### config.mk
export PLATFORM = sky130hd
export DESIGN_NAME = wifi_remote_id_ie_locator
export DESIGN_NICKNAME = d
export VERILOG_FILES = /design/src/rtl/core/wrid_pkg.sv /design/src/rtl/core/wrid_out_fifo.sv /design/src/rtl/core/wrid_parser.sv /design/src/rtl/core/wifi_remote_id_ie_locator.sv
export SDC_FILE = /design/constraint.sdc
export NUM_CORES = 1
export LEC_CHECK = 0
export BUFFER_PORTS_ARGS = -buffer_cell sky130_fd_sc_hd__buf_2
export CORE_ASPECT_RATIO = 1.1
export CORE_MARGIN = 2
export CORE_UTILIZATION = 55
export DETAILED_ROUTE_END_ITERATION = 10
export GPL_TIMING_DRIVEN = 0
export PLACE_DENSITY_LB_ADDON = 0.08
export SYNTH_ARGS = -nofsm -noshare
export SYNTH_HDL_FRONTEND = slang
export SYNTH_SLANG_ARGS = --single-unit
### constraint.sdc
create_clock -name clk -period 6.49 [get_ports clk]
set_input_delay 0 -clock clk [delete_from_list [all_inputs] [get_ports clk]]
set_output_delay 0 -clock clk [all_outputs]
set_load 0.01 [all_outputs]
### src/rtl/core/wrid_pkg.sv
// Shared types, codes and constants for the Remote ID element locator.
package wrid_pkg;

	localparam int LENGTH_BITS = 12;

	typedef logic [LENGTH_BITS-1:0] len_t;

	typedef struct packed {
		logic [7:0]        rx_byte;
		logic              frame_start;
		logic [11:0]       frame_length;
		logic signed [7:0] signal_strength;
	} in_t;

	typedef struct packed {
		logic              result_kind;
		logic [7:0]        payload_byte;
		logic              run_first;
		logic              run_last;
		logic [47:0]       sender_address;
		logic signed [7:0] frame_rssi;
		logic [2:0]        verdict;
	} out_t;

	typedef enum logic [2:0] {
		VRD_TOO_SHORT = 3'd0,
		VRD_NOT_MGMT  = 3'd1,
		VRD_WEAK      = 3'd2,
		VRD_SCANNED   = 3'd3,
		VRD_ACTION    = 3'd4,
		VRD_OTHER     = 3'd5
	} verdict_t;

	typedef enum logic [1:0] {
		PH_ID   = 2'd0,
		PH_LEN  = 2'd1,
		PH_BODY = 2'd2
	} phase_t;

	typedef logic [3:0] hmatch_t;

	// Result kinds.
	localparam logic KIND_PAYLOAD = 1'b0;
	localparam logic KIND_VERDICT = 1'b1;

	// Header match progress beyond the four header bytes.
	localparam hmatch_t HM_DONE    = 4'd4;
	localparam hmatch_t HM_PAYLOAD = 4'd5;
	localparam hmatch_t HM_SKIP    = 4'd15;

	localparam logic [7:0] VENDOR_ID   = 8'hDD;
	localparam logic [7:0] OUI_0       = 8'hFA;
	localparam logic [7:0] OUI_1       = 8'h0B;
	localparam logic [7:0] OUI_2_A     = 8'hBC;
	localparam logic [7:0] OUI_2_B     = 8'h57;
	localparam logic [7:0] ODID_TYPE_A = 8'h0D;
	localparam logic [7:0] ODID_TYPE_B = 8'h0E;
	localparam logic [7:0] MIN_VENDOR_LEN = 8'd4;

	localparam logic [1:0] FC_TYPE_MASK    = 2'h3;
	localparam logic [3:0] FC_SUBTYPE_MASK = 4'hF;
	localparam logic [3:0] SUB_BEACON      = 4'd8;
	localparam logic [3:0] SUB_PROBE_RESP  = 4'd5;
	localparam logic [3:0] SUB_ACTION      = 4'd13;

	localparam len_t MIN_FRAME_LEN = LENGTH_BITS'(24);
	localparam len_t ELEM_START    = LENGTH_BITS'(24 + 12);
	localparam len_t ADDR_FIRST    = LENGTH_BITS'(10);
	localparam len_t ADDR_LAST     = LENGTH_BITS'(15);

	localparam logic signed [7:0] RSSI_THRESHOLD_RESET = -8'sd90;

	// Which results the current transaction produces.
	typedef struct packed {
		logic pay_valid;
		logic vrd_valid;
	} emit_t;

	function automatic logic header_byte_ok(input logic [1:0] idx, input logic [7:0] b);
		logic ok;
		case (idx)
			2'd0: ok = (b == OUI_0);
			2'd1: ok = (b == OUI_1);
			2'd2: ok = (b == OUI_2_A) || (b == OUI_2_B);
			default: ok = (b == ODID_TYPE_A) || (b == ODID_TYPE_B);
		endcase
		return ok;
	endfunction

endpackage

### src/rtl/core/wrid_out_fifo.sv
// Small result queue that can take two entries and give one per cycle.
module wrid_out_fifo #(
	parameter int DEPTH = 4
) (
	input  logic                       clk,
	input  logic                       arst_n,
	input  logic [1:0]                 push_cnt,
	input  wrid_pkg::out_t             push0,
	input  wrid_pkg::out_t             push1,
	input  logic                       pop,
	output logic                       head_valid,
	output wrid_pkg::out_t             head,
	output logic [$clog2(DEPTH+1)-1:0] occupancy
);

	localparam int PW = $clog2(DEPTH);
	localparam int CW = $clog2(DEPTH + 1);

	wrid_pkg::out_t entry_q [DEPTH];
	logic [PW-1:0]  wr_ptr_q;
	logic [PW-1:0]  rd_ptr_q;
	logic [CW-1:0]  count_q;

	// Pointers wrap at the depth, which need not be a power of two.
	function automatic logic [PW-1:0] ptr_add(input logic [PW-1:0] ptr, input logic [1:0] step);
		logic [PW:0] sum;
		sum = {1'b0, ptr} + (PW+1)'(step);
		if (sum >= (PW+1)'(DEPTH)) begin
			sum = sum - (PW+1)'(DEPTH);
		end
		return sum[PW-1:0];
	endfunction

	assign head_valid = (count_q != '0);
	assign head       = entry_q[rd_ptr_q];
	assign occupancy  = count_q;

	always_ff @(posedge clk or negedge arst_n) begin
		if (!arst_n) begin
			wr_ptr_q <= '0;
			rd_ptr_q <= '0;
			count_q  <= '0;
		end else begin
			wr_ptr_q <= ptr_add(wr_ptr_q, push_cnt);
			if (pop) begin
				rd_ptr_q <= ptr_add(rd_ptr_q, 2'd1);
			end
			count_q <= count_q + CW'(push_cnt) - CW'(pop);
		end
	end

	always_ff @(posedge clk) begin
		if (push_cnt != 2'd0) begin
			entry_q[wr_ptr_q] <= push0;
		end
		if (push_cnt == 2'd2) begin
			entry_q[ptr_add(wr_ptr_q, 2'd1)] <= push1;
		end
	end

endmodule

### src/rtl/core/wrid_parser.sv
// Frame classifier and tagged element walker, one frame byte per cycle.
module wrid_parser (
	input  logic                  clk,
	input  logic                  arst_n,
	input  logic                  item_valid,
	input  wrid_pkg::in_t         item,
	input  logic signed [7:0]     rssi_threshold,
	output wrid_pkg::emit_t       emit,
	output wrid_pkg::out_t        pay_res,
	output wrid_pkg::out_t        vrd_res
);

	localparam int LB = wrid_pkg::LENGTH_BITS;

	// Frame and element state.
	wrid_pkg::len_t     pos_q, len_q;
	wrid_pkg::verdict_t verdict_q;
	logic [47:0]        addr_q;
	logic signed [7:0]  rssi_q;
	wrid_pkg::phase_t   phase_q;
	logic [7:0]         elem_id_q;
	logic [7:0]         left_q;
	wrid_pkg::hmatch_t  hm_q;
	logic               stopped_q;

	// Values as seen by this byte, after a frame start has been applied.
	wrid_pkg::len_t     pos_e, len_e;
	wrid_pkg::verdict_t verdict_e, verdict_new;
	logic [47:0]        addr_e;
	logic signed [7:0]  rssi_e;
	wrid_pkg::phase_t   phase_e;
	logic [7:0]         elem_id_e;
	logic [7:0]         left_e;
	wrid_pkg::hmatch_t  hm_e;
	logic               stopped_e;

	wrid_pkg::len_t     pos_n;
	logic [47:0]        addr_n;
	wrid_pkg::phase_t   phase_n;
	logic [7:0]         elem_id_n;
	logic [7:0]         left_n;
	wrid_pkg::hmatch_t  hm_n;
	logic               stopped_n;

	logic       start, active, scan, in_elems, frame_end;
	logic [7:0] b;
	logic [3:0] subtype;
	logic       pay_hit, pay_first, pay_last;

	assign b       = item.rx_byte;
	assign start   = item_valid && item.frame_start;
	assign active  = start || (item_valid && (pos_q < len_q));
	assign subtype = b[7:4] & wrid_pkg::FC_SUBTYPE_MASK;

	// Classification from the frame length, the frame-control byte and the signal strength.
	always_comb begin
		if (item.frame_length[LB-1:0] < wrid_pkg::MIN_FRAME_LEN) begin
			verdict_new = wrid_pkg::VRD_TOO_SHORT;
		end else if ((b[3:2] & wrid_pkg::FC_TYPE_MASK) != 2'b00) begin
			verdict_new = wrid_pkg::VRD_NOT_MGMT;
		end else if (item.signal_strength < rssi_threshold) begin
			verdict_new = wrid_pkg::VRD_WEAK;
		end else begin
			case (subtype) inside
				wrid_pkg::SUB_BEACON, wrid_pkg::SUB_PROBE_RESP: begin
					verdict_new = wrid_pkg::VRD_SCANNED;
				end
				wrid_pkg::SUB_ACTION: begin
					verdict_new = wrid_pkg::VRD_ACTION;
				end
				default: begin
					verdict_new = wrid_pkg::VRD_OTHER;
				end
			endcase
		end
	end

	always_comb begin
		if (start) begin
			pos_e     = '0;
			len_e     = item.frame_length[LB-1:0];
			verdict_e = verdict_new;
			addr_e    = '0;
			rssi_e    = item.signal_strength;
			phase_e   = wrid_pkg::PH_ID;
			elem_id_e = '0;
			left_e    = '0;
			hm_e      = '0;
			stopped_e = 1'b0;
		end else begin
			pos_e     = pos_q;
			len_e     = len_q;
			verdict_e = verdict_q;
			addr_e    = addr_q;
			rssi_e    = rssi_q;
			phase_e   = phase_q;
			elem_id_e = elem_id_q;
			left_e    = left_q;
			hm_e      = hm_q;
			stopped_e = stopped_q;
		end
	end

	assign scan      = active && (verdict_e == wrid_pkg::VRD_SCANNED)
		&& (len_e >= wrid_pkg::ELEM_START);
	assign in_elems  = scan && (pos_e >= wrid_pkg::ELEM_START) && !stopped_e;
	assign frame_end = active && (({1'b0, pos_e} + (LB+1)'(1)) >= {1'b0, len_e});

	// Next state.
	always_comb begin
		pos_n     = pos_q;
		addr_n    = addr_e;
		phase_n   = phase_e;
		elem_id_n = elem_id_e;
		left_n    = left_e;
		hm_n      = hm_e;
		stopped_n = stopped_e;
		if (active) begin
			pos_n = frame_end ? len_e : pos_e + LB'(1);
		end
		if (scan && (pos_e >= wrid_pkg::ADDR_FIRST) && (pos_e <= wrid_pkg::ADDR_LAST)) begin
			addr_n = {addr_e[39:0], b};
		end
		if (in_elems) begin
			case (phase_e)
				wrid_pkg::PH_ID: begin
					elem_id_n = b;
					phase_n   = wrid_pkg::PH_LEN;
				end
				wrid_pkg::PH_LEN: begin
					// An element that runs past the frame end stops the walk.
					if (({1'b0, pos_e} + (LB+1)'(1) + (LB+1)'(b)) > {1'b0, len_e}) begin
						stopped_n = 1'b1;
						phase_n   = wrid_pkg::PH_ID;
					end else begin
						left_n  = b;
						hm_n    = ((elem_id_e == wrid_pkg::VENDOR_ID)
							&& (b >= wrid_pkg::MIN_VENDOR_LEN)) ? '0 : wrid_pkg::HM_SKIP;
						phase_n = (b != 8'd0) ? wrid_pkg::PH_BODY : wrid_pkg::PH_ID;
					end
				end
				wrid_pkg::PH_BODY: begin
					left_n = left_e - 8'd1;
					if (hm_e < wrid_pkg::HM_DONE) begin
						hm_n = wrid_pkg::header_byte_ok(hm_e[1:0], b)
							? hm_e + 4'd1 : wrid_pkg::HM_SKIP;
					end else if ((hm_e == wrid_pkg::HM_DONE) || (hm_e == wrid_pkg::HM_PAYLOAD)) begin
						hm_n = wrid_pkg::HM_PAYLOAD;
					end
					if (left_e == 8'd1) begin
						phase_n = wrid_pkg::PH_ID;
					end
				end
				default: begin
					phase_n = wrid_pkg::PH_ID;
				end
			endcase
		end
	end

	// Outputs.
	always_comb begin
		pay_hit   = in_elems && (phase_e == wrid_pkg::PH_BODY)
			&& ((hm_e == wrid_pkg::HM_DONE) || (hm_e == wrid_pkg::HM_PAYLOAD));
		pay_first = (hm_e == wrid_pkg::HM_DONE);
		pay_last  = (left_e == 8'd1);

		emit.pay_valid = pay_hit;
		emit.vrd_valid = frame_end;

		pay_res.result_kind    = wrid_pkg::KIND_PAYLOAD;
		pay_res.payload_byte   = b;
		pay_res.run_first      = pay_first;
		pay_res.run_last       = pay_last;
		pay_res.sender_address = addr_n;
		pay_res.frame_rssi     = rssi_e;
		pay_res.verdict        = verdict_e;

		vrd_res.result_kind    = wrid_pkg::KIND_VERDICT;
		vrd_res.payload_byte   = '0;
		vrd_res.run_first      = 1'b0;
		vrd_res.run_last       = 1'b0;
		vrd_res.sender_address = addr_n;
		vrd_res.frame_rssi     = rssi_e;
		vrd_res.verdict        = verdict_e;
	end

	always_ff @(posedge clk or negedge arst_n) begin
		if (!arst_n) begin
			pos_q     <= '0;
			len_q     <= '0;
			verdict_q <= wrid_pkg::VRD_TOO_SHORT;
			addr_q    <= '0;
			rssi_q    <= '0;
			phase_q   <= wrid_pkg::PH_ID;
			elem_id_q <= '0;
			left_q    <= '0;
			hm_q      <= '0;
			stopped_q <= 1'b0;
		end else if (active) begin
			pos_q     <= pos_n;
			len_q     <= len_e;
			verdict_q <= verdict_e;
			addr_q    <= addr_n;
			rssi_q    <= rssi_e;
			phase_q   <= phase_n;
			elem_id_q <= elem_id_n;
			left_q    <= left_n;
			hm_q      <= hm_n;
			stopped_q <= stopped_n;
		end
	end

endmodule

### src/rtl/core/wifi_remote_id_ie_locator.sv
// Top level of the Remote ID vendor element locator.
// A byte taken is registered at the input and parsed from that register; its results go
// into the result queue. One byte is taken per cycle while the queue has room for two
// more results; a byte ending a Remote ID element on the frame's last byte gives two
// results, which leave the result queue one per cycle while out_ready is high.
// Reset clears the parser state and queue, and sets the RSSI threshold to -90 dBm.
module wifi_remote_id_ie_locator #(
	parameter int FIFO_DEPTH = 4
) (
	input  logic              clk,
	input  logic              arst_n,
	input  logic              in_valid,
	output logic              in_ready,
	input  wrid_pkg::in_t     in_item,
	output logic              out_valid,
	input  logic              out_ready,
	output wrid_pkg::out_t    out_item,
	input  logic              cfg_wr_en,
	input  logic [7:0]        cfg_wr_data
);

	localparam int CW = $clog2(FIFO_DEPTH + 1);

	logic              valid_s1;
	wrid_pkg::in_t     item_s1;
	logic signed [7:0] threshold_q;

	wrid_pkg::emit_t   emit;
	wrid_pkg::out_t    pay_res, vrd_res;
	logic [1:0]        push_cnt;
	logic [CW-1:0]     occupancy;
	logic [CW:0]       need;

	wrid_parser u_parser (
		.clk            (clk),
		.arst_n         (arst_n),
		.item_valid     (valid_s1),
		.item           (item_s1),
		.rssi_threshold (threshold_q),
		.emit           (emit),
		.pay_res        (pay_res),
		.vrd_res        (vrd_res)
	);

	assign push_cnt = 2'(emit.pay_valid) + 2'(emit.vrd_valid);

	// Room must remain for the worst case of two results from the next transaction.
	assign need     = {1'b0, occupancy} + (CW+1)'(push_cnt);
	assign in_ready = (need <= (CW+1)'(FIFO_DEPTH - 2));

	wrid_out_fifo #(
		.DEPTH (FIFO_DEPTH)
	) u_out_fifo (
		.clk        (clk),
		.arst_n     (arst_n),
		.push_cnt   (push_cnt),
		.push0      (emit.pay_valid ? pay_res : vrd_res),
		.push1      (vrd_res),
		.pop        (out_valid && out_ready),
		.head_valid (out_valid),
		.head       (out_item),
		.occupancy  (occupancy)
	);

	always_ff @(posedge clk or negedge arst_n) begin
		if (!arst_n) begin
			valid_s1    <= 1'b0;
			threshold_q <= wrid_pkg::RSSI_THRESHOLD_RESET;
		end else begin
			valid_s1 <= in_valid && in_ready;
			if (cfg_wr_en) begin
				threshold_q <= cfg_wr_data;
			end
		end
	end

	always_ff @(posedge clk) begin
		if (in_valid && in_ready) begin
			item_s1 <= in_item;
		end
	end

`ifndef NO_ASSERTIONS
	a_no_overflow: assert property (@(posedge clk) disable iff (!arst_n)
		(({1'b0, occupancy} + (CW+1)'(push_cnt)) <= (CW+1)'(FIFO_DEPTH)))
		else $error("result queue would overflow");

	a_verdict_clean: assert property (@(posedge clk) disable iff (!arst_n)
		(out_valid && (out_item.result_kind == wrid_pkg::KIND_VERDICT))
		|-> (!out_item.run_first && !out_item.run_last && (out_item.payload_byte == 8'd0)))
		else $error("verdict result carries payload marks");

	a_payload_scanned: assert property (@(posedge clk) disable iff (!arst_n)
		emit.pay_valid |-> (pay_res.verdict == wrid_pkg::VRD_SCANNED))
		else $error("payload byte from a frame that is not scanned");

	a_accept_loads: assert property (@(posedge clk) disable iff (!arst_n)
		(in_valid && in_ready) |=> valid_s1)
		else $error("accepted transaction not parsed");
`endif

endmodule
Yosys cells after proc, flatten, opt, wreduce, memory -nomap -nowiden
Memory sizes are Yosys's and may differ from the RTL's.
Cells that the tools add are included.
{"block": "word_totals", "ff_bits": 151, "mem_bits_rw": 280, "in_bits": 42, "out_inout_bits": 72, "wordCells": 145, "mem_count": 1}
{"memory": "u_out_fifo.entry_q", "words": 4, "width": 70, "read_ports": 1, "rd_ports_with_merged_regs": 0, "write_ports": 2, "line_no": "wrid_out_fifo.sv:19", "source": "wrid_pkg::out_t entry_q [DEPTH];"}
{"block": "op_classes", "addsub": 15, "magnitude_cmp": 15, "n_eq_ne": 19, "n_mux": 50, "reduce_logical": 26}
{"cell": "$mux W48", "count": 2}
{"cell": "$mux W70", "count": 1}
{"cell": "$mux W8", "count": 7}
{"cell": "$mux W12", "count": 3}
{"cell": "$mux W4", "count": 7}
{"cell": "$eq A8 B4 Y1 const B", "count": 3}
{"cell": "$eq A8 B8 Y1 const B", "count": 3}
{"cell": "$ge A12 B6 Y1 const B", "count": 2}
{"cell": "$mux W2", "count": 9}
{"cell": "$pmux W8 S2", "count": 1}
{"cell": "$mux W3", "count": 5}
{"cell": "$logic_and A1 B1 Y1", "count": 14}
{"cell": "$add A12 B1 Y13 const B", "count": 1}
{"cell": "$add A13 B8 Y13", "count": 1}
{"cell": "$ge A13 B12 Y1", "count": 1}
{"cell": "$gt A13 B12 Y1", "count": 1}
{"cell": "$add A12 B1 Y12 const B", "count": 1}
{"cell": "$eq A4 B3 Y1 const B", "count": 3}
{"cell": "$ge A12 B4 Y1 const B", "count": 1}
{"cell": "$le A12 B4 Y1 const B", "count": 1}
{"cell": "$lt A12 B12 Y1", "count": 1}
{"cell": "$lt A12 B5 Y1 const B", "count": 1}
{"cell": "$mux W1", "count": 12}
{"cell": "$ge A3 B3 Y1 const B", "count": 3}
{"cell": "other kinds (29)", "count": 41}

Longest topological paths before layout
Gate-level depths: netlist of the first run.
{"block": "logic_depth", "word_depth": 18, "mapped_depth": 30, "mapped_depth_nobuf": 24}

By module
Synthesis of the first run repeated with hierarchy kept, for this count alone.
{"block": "hier_totals", "hier_cells": 1780, "hier_area_um2": 24699.9}
{"module": "wrid_out_fifo", "n_inst": 1, "cells_each": 716, "area_each_um2": 13872.1, "seq_area_each_um2": 8583.2}
{"module": "wrid_parser", "n_inst": 1, "cells_each": 928, "area_each_um2": 8315.5, "seq_area_each_um2": 2652.5}
{"module": "wifi_remote_id_ie_locator", "n_inst": 1, "cells_each": 136, "area_each_um2": 2512.4, "seq_area_each_um2": 1101.1}

Worst setup path after synthesis of the first run
Ideal clock, no wire load.
{"block": "synth_path", "path_kind": "register -> register", "from": "register item_s1[20] (netlist name)", "to": "memory u_out_fifo.entry_q[1][0] (netlist name), enable pin", "setup_ps": 413, "arrival_ps": 6653, "required_time_ps": 6077, "slack_ps": -576, "path_stages_with_launch": 30, "path_buffers": 8, "synth_period_minus_slack_ps": 7066, "path_cell_list": "edfxtp_1 nand2_1 clkbuf_1 clkbuf_1 clkbuf_1 buf_1 nand2_1 inv_1 ha_1 and4_1 and4_1 xnor2_1 nor2_1 ha_1 nor4_1 nand2_1 nor2_1 a2111oi_0 or4_1 clkbuf_1 buf_1 o21ai_0 inv_1 ha_1 nor2_1 a21oi_1 nand2b_1 clkbuf_1 clkbuf_1 inv_1"}
{"element": "from (decl)", "line_no": "wifi_remote_id_ie_locator.sv:25", "source": "wrid_pkg::in_t item_s1;"}
{"element": "from (signal assigned)", "line_no": "wifi_remote_id_ie_locator.sv:79", "source": "item_s1 <= in_item;"}
{"element": "to (decl)", "line_no": "wrid_out_fifo.sv:19"}

Worst setup path after layout of the first run
{"block": "layout_path", "from": "register item_s1[20] (netlist name)", "to": "register item_s1[27] (netlist name), enable pin"}
{"block": "layout_via", "elab_cells_between_ends": 29, "classes_between": "add/sub: 3; order compare: 4; eq/ne: 4; mux: 6; reduce/logical: 12"}
{"element": "$logic_and A1 B1 Y1 *", "line_no": "wrid_parser.sv:51", "source": "assign start = item_valid && item.frame_start;"}
{"element": "$mux W12 *", "line_no": "wrid_parser.sv:79", "source": "if (start) begin"}
{"element": "named net u_parser.len_e[0]", "line_no": "wrid_parser.sv:27", "source": "wrid_pkg::len_t pos_e, len_e;"}
{"element": "$ge A12 B6 Y1", "line_no": "wrid_parser.sv:105", "source": "&& (len_e >= wrid_pkg::ELEM_START);"}
{"element": "$logic_and A1 B1 Y1", "line_no": "wrid_parser.sv:105"}
{"element": "$logic_and A1 B1 Y1 (2 in a row)", "line_no": "wrid_parser.sv:106", "source": "assign in_elems = scan && (pos_e >= wrid_pkg::ELEM_START) && !stopped_e;"}
{"element": "$logic_and A1 B1 Y1", "line_no": "wrid_parser.sv:163", "source": "pay_hit = in_elems && (phase_e == wrid_pkg::PH_BODY)"}
{"element": "$logic_and A1 B1 Y1", "line_no": "wrid_parser.sv:164", "source": "&& ((hm_e == wrid_pkg::HM_DONE) || (hm_e == wrid_pkg::HM_PAYLOAD));"}
{"element": "$add A1 B1 Y2 *", "line_no": "wifi_remote_id_ie_locator.sv:45", "source": "assign push_cnt = 2'(emit.pay_valid) + 2'(emit.vrd_valid);"}
{"element": "$add A3 B2 Y4 *", "line_no": "wifi_remote_id_ie_locator.sv:48", "source": "assign need = {1'b0, occupancy} + (CW+1)'(push_cnt);"}
{"element": "$le A4 B2 Y1 *", "line_no": "wifi_remote_id_ie_locator.sv:49", "source": "assign in_ready = (need <= (CW+1)'(FIFO_DEPTH - 2));"}
{"element": "$logic_and A1 B1 Y1 *", "line_no": "wifi_remote_id_ie_locator.sv:78", "source": "if (in_valid && in_ready) begin"}
The timed path passes the listed nets; every way through them passes the cells marked *.
A chain may end at the register's enable or synchronous reset.

==> impl_metrics.toml, run 1 <==
[grt]
grt_first_pass_wirelength_mm = 77.42
grt.overflow.total = 0
globalRouteTotalUtil = 0.2644
grt_pass1_vias = 13780
antenna_found_initial = 0
grt_max_degree = 69

[place]
dp_hpwl_mm = 33.50
io_buffers = 113
place_congestion = 0.8966
placed_area_sq_um = 21670
dp.cells = 2213

[finish]
nets = 1950
area_delta_synth_final_pct = 16.92
final_util = 0.6556
fillers = 2764
antenna_cells = 0
instances_no_fill = 2358
final_layout_size_suffix_gt1_frac = 0.1844
stdcell_area_sq_um = 23770
final_common_cell = "nor2_1"
most-common-layout-cells = "nor2_1 (272), edfxtp_1 (265), inv_1 (131)"

[synthesis]
ys_types = 72
synth_fp_nets = 1722
ys_seq_area_frac = 0.5851
synth_area_per_cell_sq_um = 12.65
yosys.area.top_type = "edfxtp_1"
synth.area.top_cells = "edfxtp_1 (39%), dfrtp_1 (15%), mux4_2 (7.8%), nor2_1 (5.0%), dfxtp_1 (4.3%)"
netlist_area_sq_um = 20330
ys_ff_latch = 431
synth_edf_count = 265
yosys_warnings = 0
synth_flop_cell = "edfxtp_1"
synthCells = 1607
synth_top_area_frac = 0.3914
synthArstFlopShare = 0.2831

[sta]
fin_crit_sh = 0.9523
maxSlewViolCount = 0
worst_slew_pin_slew_ps = 1353
tns_ps = 0
fin_worst_skew_ps = 12.12
min_period_ps = 6181
maxSlewHeadroom = 0.08968
setup_viol = 0
fmax_mhz = 161.8
finalHoldViolations = 0
rsz0062_at_grt = "false"
whs_ps = 32.55

[drt]
drtAntennaViolNets = 0
vias_per_cell = 5.654
route.detailed.drc = 0
first_pass_iters = 5
routedWlPerCell_um = 21.11
drt_iter0_drc = 942
vias = 13330
totalWireLength_mm = 49.77

[critical_path]
cp_max_fo = 10
arrival_ps = 6430
required_ps = 6740
startpoint_type = "flop"
critical_path_class = "flop to flop"
critPathLaunch = "item_s1[20]"
endpoint_kind = "flop"
timing.rr.start = "item_s1[20]"

[pwr]
swShare = 0.3565
clkPwrFrac = 0.248
vdd_drop_max_v = 0.0002786
p_seq_frac = 0.377
p_leak_nw = 9.631
internal_power_mw = 6.320
switching_power_mw = 3.501
p_per_area_nw_per_um2 = 413.1
p_comb_frac = 0.374

[die]
coreArea_sq_um = 36260
die_x_um = 187.3
num_io_pins = 114
dieArea_sq_um = 38530
start_util = 0.5607
row_count = 73
fp.dieH_um = 205.7

[cts]
cts_buffer_depth = 3
path_clk_slew_ps = 60
cts_buffers = 44
clk_latency_ps = 560
cts_root_buffer = "clkbuf_16"
cts_tree = "built"
htree_levels = 2
cts.sinks = 431

[flow_run]
drv_cap = 0

[worst_hold_path]
min_from = "cfg_wr_en"
hold_class = "primary input to flop"

[outcome]
status = "completed"
==> metal layers <==
layer,share of wire,global-route usage
met1,0.40,0.3293
met2,0.52,0.4761
met3,0.044,0.03479
met4,0.030,0.09410
met5,0,0
==> cell usage after synthesis, drive strengths merged, types with 9 or more instances <==
cell type  count
a21oi         32
a22o          36
and2          52
buf           21
clkbuf        65
dfrtp        118
dfxtp         44
edfxtp       265
ha            70
inv          135
mux2          17
mux2i         77
mux4          70
nand2         88
nand2b        10
nand3         15
nor2         273
nor2b          9
nor3          21
o21ai         36
xnor2         23
==> through the flow <==
stage / setup slack (ps) / power, mW
global placement: -3363 / 7.152
detailed placement: -2470 / 7.270
floorplan: 18.60 / 6.047
global route: 56.81 / 10.36
CTS: 63.40 / 9.879
finish: 309.5 / 9.821
==> sequential cells by signal (all words and copies together), names as in the netlist, 12 cells and up <==
name and cells:
u_parser.addr_q 48, u_parser.pos_q 12, u_parser.len_q 12, u_out_fifo.entry_q 280, item_s1 29
==> critical path, stage by stage (launching register included) <==
cell and delay [ps]:
edfxtp_1 410, buf_4 140, and2_1 150, clkbuf_1 580, buf_1 680, nand2_1 180
nand2_1 160, ha_1 240, nand2b_1 140, a21oi_1 150, nor2b_1 60, o21ai_0 210
a2111oi_0 150, or4_4 490, buf_6 190, o21ai_2 140, inv_1 80, ha_2 310
ha_1 220, fa_1 390, o21a_1 220, a21oi_4 160, buf_12 140, and2_2 260
==> final cells by class <==
| class | count | area [sq um] | area share |
|---|---|---|---|
| Buffer | 82 | 410.4 | 0.01726 |
| Timing Repair Buffer | 181 | 1313 | 0.05521 |
| Clock buffer | 66 | 1256 | 0.05284 |
| Clock inverter | 16 | 108.9 | 0.004579 |
| Timing Repair inverter | 3 | 22.52 | 0.0009474 |
| Tap cell | 487 | 609.3 | 0.02563 |
| Multi-Input combinational cell | 957 | 7635 | 0.3212 |
| Sequential cell | 431 | 11900 | 0.5004 |
| Inverter | 135 | 521.8 | 0.02195 |
==> final timing paths <==
check / end / slack [ps] / cells after the start
max reg2reg: item_s1[27] / 310 / 23
min reg2reg: u_out_fifo.entry_q[3][69] / 450 / 2
max: item_s1[27] / 310 / 23
max in group asynchronous: threshold_q[3] / 4500 / 4
min: threshold_q[6] / 30 / 3
min in group asynchronous: threshold_q[0] / 470 / 3
==> cell families after synthesis <==
logic type | Yosys count | synth area share
fa+ha+maj | 73 | 0.04603
xor+xnor | 30 | 0.01292
flops | 431 | 0.5851
simple gates | 515 | 0.1140
mux | 164 | 0.1386
buf+inv | 221 | 0.04307
compound gates | 173 | 0.06024
==> repair_timing <==
action,in CTS,in global routing
hold endpoints to repair,161,2
cloned,5,0
pin swaps,1,0
endpoints found under the setup margin,565,268
resized for setup,32,3
hold buffers,48,1
buffers inserted,13,0
==> power groups by stage <==
stage                     logic, mW  registers (mW)  clock network (mW)
after floorplan                2.38            3.67                   0
after global placement         3.40            3.75                   0
after detailed placement       3.51            3.76                   0
after CTS                      3.70            3.70                2.47
after global routing           4.02            3.75                2.59
final                          3.68            3.70                2.44
Note: power is estimated with default switching activity, not from simulation.
==> run 2: changes to the inputs <==
==> constraint.sdc (replaced) <==
create_clock -name clk -period 5.6 [get_ports clk]
set_input_delay 0 -clock clk [delete_from_list [all_inputs] [get_ports clk]]
set_output_delay 0 -clock clk [all_outputs]
set_load 0.01 [all_outputs]
==> run 2 against run 1 <==
  * Utilization grew 0.90 points
  * Non-clock buffer count grew 15
  * Clock-buffer cell count shrank 2
  * Cell count grew 0.68%
  * Hold slack lost 9.7 ps
  * Largest cell class unchanged
==> impl_metrics.toml, run 2 (same netlist as run 1, synthesis figures left out) <==
[cts]
htree_levels = 2
cts_root_buffer = "clkbuf_16"
cts_buffer_depth = 3
cts_tree = "built"
cts.sinks = 431
cts_buffers = 45
path_clk_slew_ps = 60
clk_latency_ps = 550

[finish]
final_util = 0.6646
most-common-layout-cells = "nor2_1 (270), edfxtp_1 (265), inv_1 (127)"
regMostFlops = "u_out_fifo.entry_q"
multi_input_area_sq_um = 7726
largest_reg_flops = 280
fillers = 2777
seqCellArea_sq_um = 11900
area_delta_synth_final_pct = 18.53
final_common_cell = "nor2_1"
final_layout_size_suffix_gt1_frac = 0.2035
antenna_cells = 0
nets = 1968
largest_registers = "u_out_fifo.entry_q x280, u_parser.addr_q x48, item_s1 x29"

[critical_path]
endpoint_kind = "flop"
critical_path_class = "flop to flop"
ff2ff_path_depth = 27
cp_max_fo = 14
timing.rr.start = "item_s1[20]"
required_ps = 5840
rr_endpoint = "item_s1[24]"
reg2reg_slack_ps = 190
arrival_ps = 5650
startpoint_type = "flop"

[drt]
first_pass_iters = 7
vias = 13560
totalWireLength_mm = 50.68
drt_iter0_drc = 1040
routedWlPerCell_um = 21.35
drtAntennaViolNets = 0
vias_per_cell = 5.711
route.detailed.drc = 0

[sta]
min_period_ps = 5409
finalHoldViolations = 0
rsz0062_at_grt = "false"
fin_worst_skew_ps = 21.72
fmax_mhz = 184.9
maxSlewViolCount = 0
postLayoutSetupSlackWorst_ps = 190.8
setup_viol = 0
fin_crit_sh = 0.9659
worst_slew_pin_slew_ps = 1197
maxSlewHeadroom = 0.1910

[place]
place_congestion = 0.9153
dp_hpwl_mm = 33.05
io_buffers = 113
pre_cts_ws_ps = -1526

[grt]
grt_first_pass_wirelength_mm = 79.58
grt_pass1_vias = 14000
grt_max_degree = 95
grt.overflow.total = 0
globalRouteTotalUtil = 0.2707
antenna_found_initial = 0

[die]
die_x_um = 187.3
row_count = 73
dieArea_sq_um = 38530
num_io_pins = 114
fp.dieH_um = 205.7
start_util = 0.5607
coreArea_sq_um = 36260

[pwr]
p_per_area_nw_per_um2 = 478.1
vdd_drop_max_v = 0.0003350
p_total_mw = 11.52
p_leak_nw = 9.789

[worst_hold_path]
min_from = "cfg_wr_en"
hold_class = "primary input to flop"
min_to = "threshold_q[1]"
whs_path_depth = 3

[outcome]
status = "completed"

[flow_run]
drv_cap = 0
==> run 2: worst max-delay path by stage <==
stage / end / slack, ps / startpoint / depth (start not counted)
2_1_floorplan: u_out_fifo.entry_q[2][0] / 30 / item_s1[20] / 28
3_3_place_gp: u_out_fifo.entry_q[0][27] / -2120 / item_s1[20] / 25
3_5_place_dp: u_out_fifo.entry_q[0][27] / -1530 / item_s1[20] / 26
4_1_cts: u_out_fifo.entry_q[0][46] / 10 / item_s1[20] / 27
5_1_grt: u_out_fifo.entry_q[3][33] / 9 / u_parser.pos_q[2] / 15
6_report: item_s1[24] / 190 / item_s1[20] / 27
==> run 2: cell type report <==
type	instances	area share
buffer	84	0.02040
clock buffer	64	0.05311
clock inverter	17	0.004153
inverter	135	0.02165
multi-input combinational	958	0.3206
sequential	431	0.4937
tap	487	0.02528
timing repair buffer	194	0.05991
timing repair inverter	4	0.001246
==> run 2: repair_timing <==
item	CTS	global route
cloned	7	0
buffers inserted	17	3
hold buffers	56	0
pin swaps	4	3
resized for setup	33	18
endpoints found under the setup margin	558	439
endpoints found under the hold margin	175	0
==> run 2: worst max-delay path, cell delays in order, from the launching register on <==
cell,delay [ps]
edfxtp_1,450
nand2_4,100
clkbuf_16,120
clkbuf_16,160
buf_8,100
nand2_2,60
inv_2,80
ha_4,140
and4_4,240
and4_4,230
and3_4,190
xor2_1,140
nand2_1,110
inv_2,90
ha_1,260
a21oi_2,150
nor2b_1,60
or4_4,520
buf_12,170
o21ai_4,100
inv_2,70
ha_4,230
ha_2,180
fa_2,330
o21a_1,220
a21oi_4,180
buf_12,140
and2_4,240
==> run 2: power breakdown <==
group | leakage, nW | switching (mW) | internal [mW]
Combinational | 4.79 | 2.62 | 1.78
Sequential | 4.32 | 0.264 | 4.02
Clock | 0.672 | 1.24 | 1.60
==> run 2: stage by stage <==
stage	instance area (sq um)	hold WS [ps]	cells	TNS [ps]
finish	24100	22.88	2374	0
floorplan	20490	-295.6	1607	0
global placement	21670	177.0	2207	-628400
global route	24100	128.4	2374	0
detailed placement	21780	-97.82	2212	-478020
CTS	24040	31.48	2372	0
==> run 2: per-layer routing <==
layer	global-route usage	wire, um
met2	0.4811	26110
met5	0	0
met3	0.03428	2356
met4	0.07511	1277
met1	0.3523	20930
==> run 3: changes to the inputs <==
--- a/config.mk
+++ b/config.mk
@@ -5,10 +5,11 @@
 export SDC_FILE = /design/constraint.sdc
 export NUM_CORES = 1
 export LEC_CHECK = 0
+export ABC_AREA = 1
 export BUFFER_PORTS_ARGS = -buffer_cell sky130_fd_sc_hd__buf_2
 export CORE_ASPECT_RATIO = 1.1
 export CORE_MARGIN = 2
-export CORE_UTILIZATION = 55
+export CORE_UTILIZATION = 56
 export DETAILED_ROUTE_END_ITERATION = 10
 export GPL_TIMING_DRIVEN = 0
 export PLACE_DENSITY_LB_ADDON = 0.08
==> constraint.sdc (replaced) <==
create_clock -name clk -period 5.6 [get_ports clk]
set_input_delay 0 -clock clk [delete_from_list [all_inputs] [get_ports clk]]
set_output_delay 0 -clock clk [all_outputs]
set_load 0.05 [all_outputs]
==> run 3 against run 2 <==
  * Critical path depth is 3 higher
  * Synthesized cell count is 41% higher
  * First-iteration DRC count is 24% higher
  * Combinational power is 25% higher
  * Sequential cell count stayed put
  * Utilization is 0.36 points higher
  * Clock-buffer cell count is 1 lower
  * Worst setup slack better by 69 ps
  * Register-to-register slack better by 70 ps
  * Critical path type unchanged
  * Highest routed layer unchanged
==> impl_metrics.toml, run 3 <==
[grt]
grt_first_pass_wirelength_mm = 85.30
grt.overflow.total = 0
grt_max_degree = 78
grt_pass1_vias = 16190
globalRouteTotalUtil = 0.2834
antenna_found_initial = 0

[finish]
regMostFlops = "u_out_fifo.entry_q"
most-common-layout-cells = "nor2_1 (408), nand2_1 (367), edfxtp_1 (265)"
nets = 2602
seqCellArea_sq_um = 11900
multi_input_area_sq_um = 7418
instances_no_fill = 3009
stdcell_area_sq_um = 24290
final_layout_size_suffix_gt1_frac = 0.1495
area_delta_synth_final_pct = 16.97
final_common_cell = "nor2_1"
largest_reg_flops = 280
antenna_cells = 0
largest_registers = "u_out_fifo.entry_q x280, u_parser.addr_q x48, item_s1 x29"
fillers = 3015

[pwr]
vdd_drop_max_v = 0.0003574
p_per_area_nw_per_um2 = 507.0
p_total_mw = 12.32
p_leak_nw = 10.45

[synthesis]
yosys_warnings = 0
synth.area.top_cells = "edfxtp_1 (38%), dfrtp_1 (14%), nor2_1 (7.4%), nand2_1 (6.7%), o21ai_0 (4.6%)"
synthCells = 2263
yosys.area.top_type = "edfxtp_1"
synthMostInstantiatedCell = "nor2_1"
ys_seq_area_frac = 0.5728
synth_flop_cell = "edfxtp_1"
yosys-top-cells-count = "nor2_1 (410), nand2_1 (368), edfxtp_1 (265), inv_1 (208), o21ai_0 (189)"
synthArstFlopShare = 0.2831
synth_top_area_frac = 0.3832
ys_types = 48
ys_ff_latch = 431
synth_edf_count = 265
synth_fp_nets = 2378
synth_area_per_cell_sq_um = 9.177
netlist_area_sq_um = 20770

[critical_path]
timing.rr.start = "item_s1[20]"
required_ps = 5850
endpoint_kind = "flop"
startpoint_type = "flop"
cpMostUsedCell = "inv_1"
arrival_ps = 5590
crit_path_top_delay_cell = "edfxtp_1"
cpPeakStageDelay_ps = 410
rr_endpoint = "item_s1[14]"
reg2reg_slack_ps = 260
cp_max_fo = 19
ff2ff_path_depth = 30
critical_path_class = "flop to flop"

[cts]
clk_latency_ps = 560
path_clk_slew_ps = 60
cts_buffers = 44
cts_root_buffer = "clkbuf_16"
htree_levels = 2
cts.sinks = 431
cts_buffer_depth = 3
cts_tree = "built"

[die]
coreArea_sq_um = 36350
dieArea_sq_um = 38640
die_x_um = 187.6
row_count = 73
start_util = 0.5713
fp.dieH_um = 206.0
num_io_pins = 114

[worst_hold_path]
whs_path_depth = 4
min_from = "cfg_wr_en"
hold_class = "primary input to flop"
min_to = "threshold_q[6]"

[sta]
setup_viol = 0
fin_worst_skew_ps = 27.96
min_period_ps = 5340
finalHoldViolations = 0
maxSlewHeadroom = 0.4193
worst_slew_pin_slew_ps = 871.0
maxSlewViolCount = 0
fmax_mhz = 187.3
fin_crit_sh = 0.9536

[drt]
route.detailed.drc = 0
totalWireLength_mm = 54.55
drt_iter0_drc = 1285
wl_met1_mm = 21.44
wl_met2_mm = 28.06
vias = 16390
route.met3.wl_mm = 3.144
maxUsedRoutingLayer = "met4"
vias_per_cell = 5.448
routedWlPerCell_um = 18.13
first_pass_iters = 5
drtAntennaViolNets = 0

[place]
dp_hpwl_mm = 36.29
dp.cells = 2869
io_buffers = 113
placed_area_sq_um = 22100
place_congestion = 0.9072

[outcome]
status = "completed"

[flow_run]
drv_cap = 0
run 3: cell types whose count changed after synthesis, sizes merged, moves of 77 or more:
cell   change
mux2i     -77
o21ai    +220
nand2    +286
nand3    +102
inv      +131
nor2     +142
run 3: critical path: cells and delay by family (launching register included):
family	cells	cell delay, ps
and+or+nand+nor	11	1440
buffers and inverters	9	1170
adders and majority gates	5	1140
AOI/OAI and AO/OA	5	860
DFF	1	410
run 3: routing by layer:
metal,track usage,vias to the layer above
li1,-,7942
met1,0.3459,7800
met2,0.5111,540
met3,0.03498,110
met4,0.1187,0
met5,0,-
run 3: how the worst max path moves through the flow:
stage,startpoint,end,slack (ps),cells past startpoint
2_1_floorplan,item_s1[20],item_s1[0],170,25
3_3_place_gp,item_s1[20],item_s1[7],-1230,24
3_5_place_dp,item_s1[20],item_s1[7],-890,25
4_1_cts,item_s1[20],in_ready,40,20
5_1_grt,item_s1[20],item_s1[20],-5,30
6_report,item_s1[20],item_s1[14],260,30
run 3: cell type report:
class	count	share of cell area
Sequential cell	431	0.4897
Clock buffer	63	0.05336
Inverter	272	0.04203
Multi-Input combinational cell	1441	0.3054
Clock inverter	18	0.007932
Tap cell	487	0.02508
Buffer	119	0.02292
Timing Repair Buffer	178	0.05357
run 3: through the flow:
step | utilization | setup slack (ps) | setup TNS, ps | hold WS [ps]
3_5_place_dp | 0.6079 | -894.9 | -47580 | -42.90
5_1_grt | 0.6682 | -5.437 | -57.08 | 25.67
6_report | 0.6682 | 259.8 | 0 | 23.75
3_3_place_gp | 0.6040 | -1226 | -255580 | 176.3
4_1_cts | 0.6660 | 37.98 | 0 | 16.75
2_1_floorplan | - | 170.0 | 0 | -295.6
run 3: where the power goes:
| part | total [mW] | switching (mW) | internal [mW] | leakage [nW] |
|---|---|---|---|---|
| combinational | 5.49 | 4.03 | 1.46 | 5.08 |
| clock | 3.00 | 1.24 | 1.76 | 0.730 |
| sequential | 3.83 | 0.163 | 3.66 | 4.64 |
| total | 12.3 | 5.43 | 6.88 | 10.5 |
run 3: what timing repair did:
action                                 CTS  global route
hold buffers                            52             0
gates cloned                             0             0
setup endpoints to repair              360           204
resized for setup                       11            17
endpoints found under the hold margin  164             0
buffers inserted                         6             1
pin swaps                                5             4
run 3: kinds of logic after synthesis:
logic type,count (synthesis),share of synthesized area
and+or+nand+nor,965,0.1904
DFF,431,0.5728
buffers and inverters,391,0.07459
AOI/OAI and AO/OA,382,0.1081
adders and majority gates,73,0.04507
xor gates and xnor gates,20,0.008435
muxes,1,0.0005422
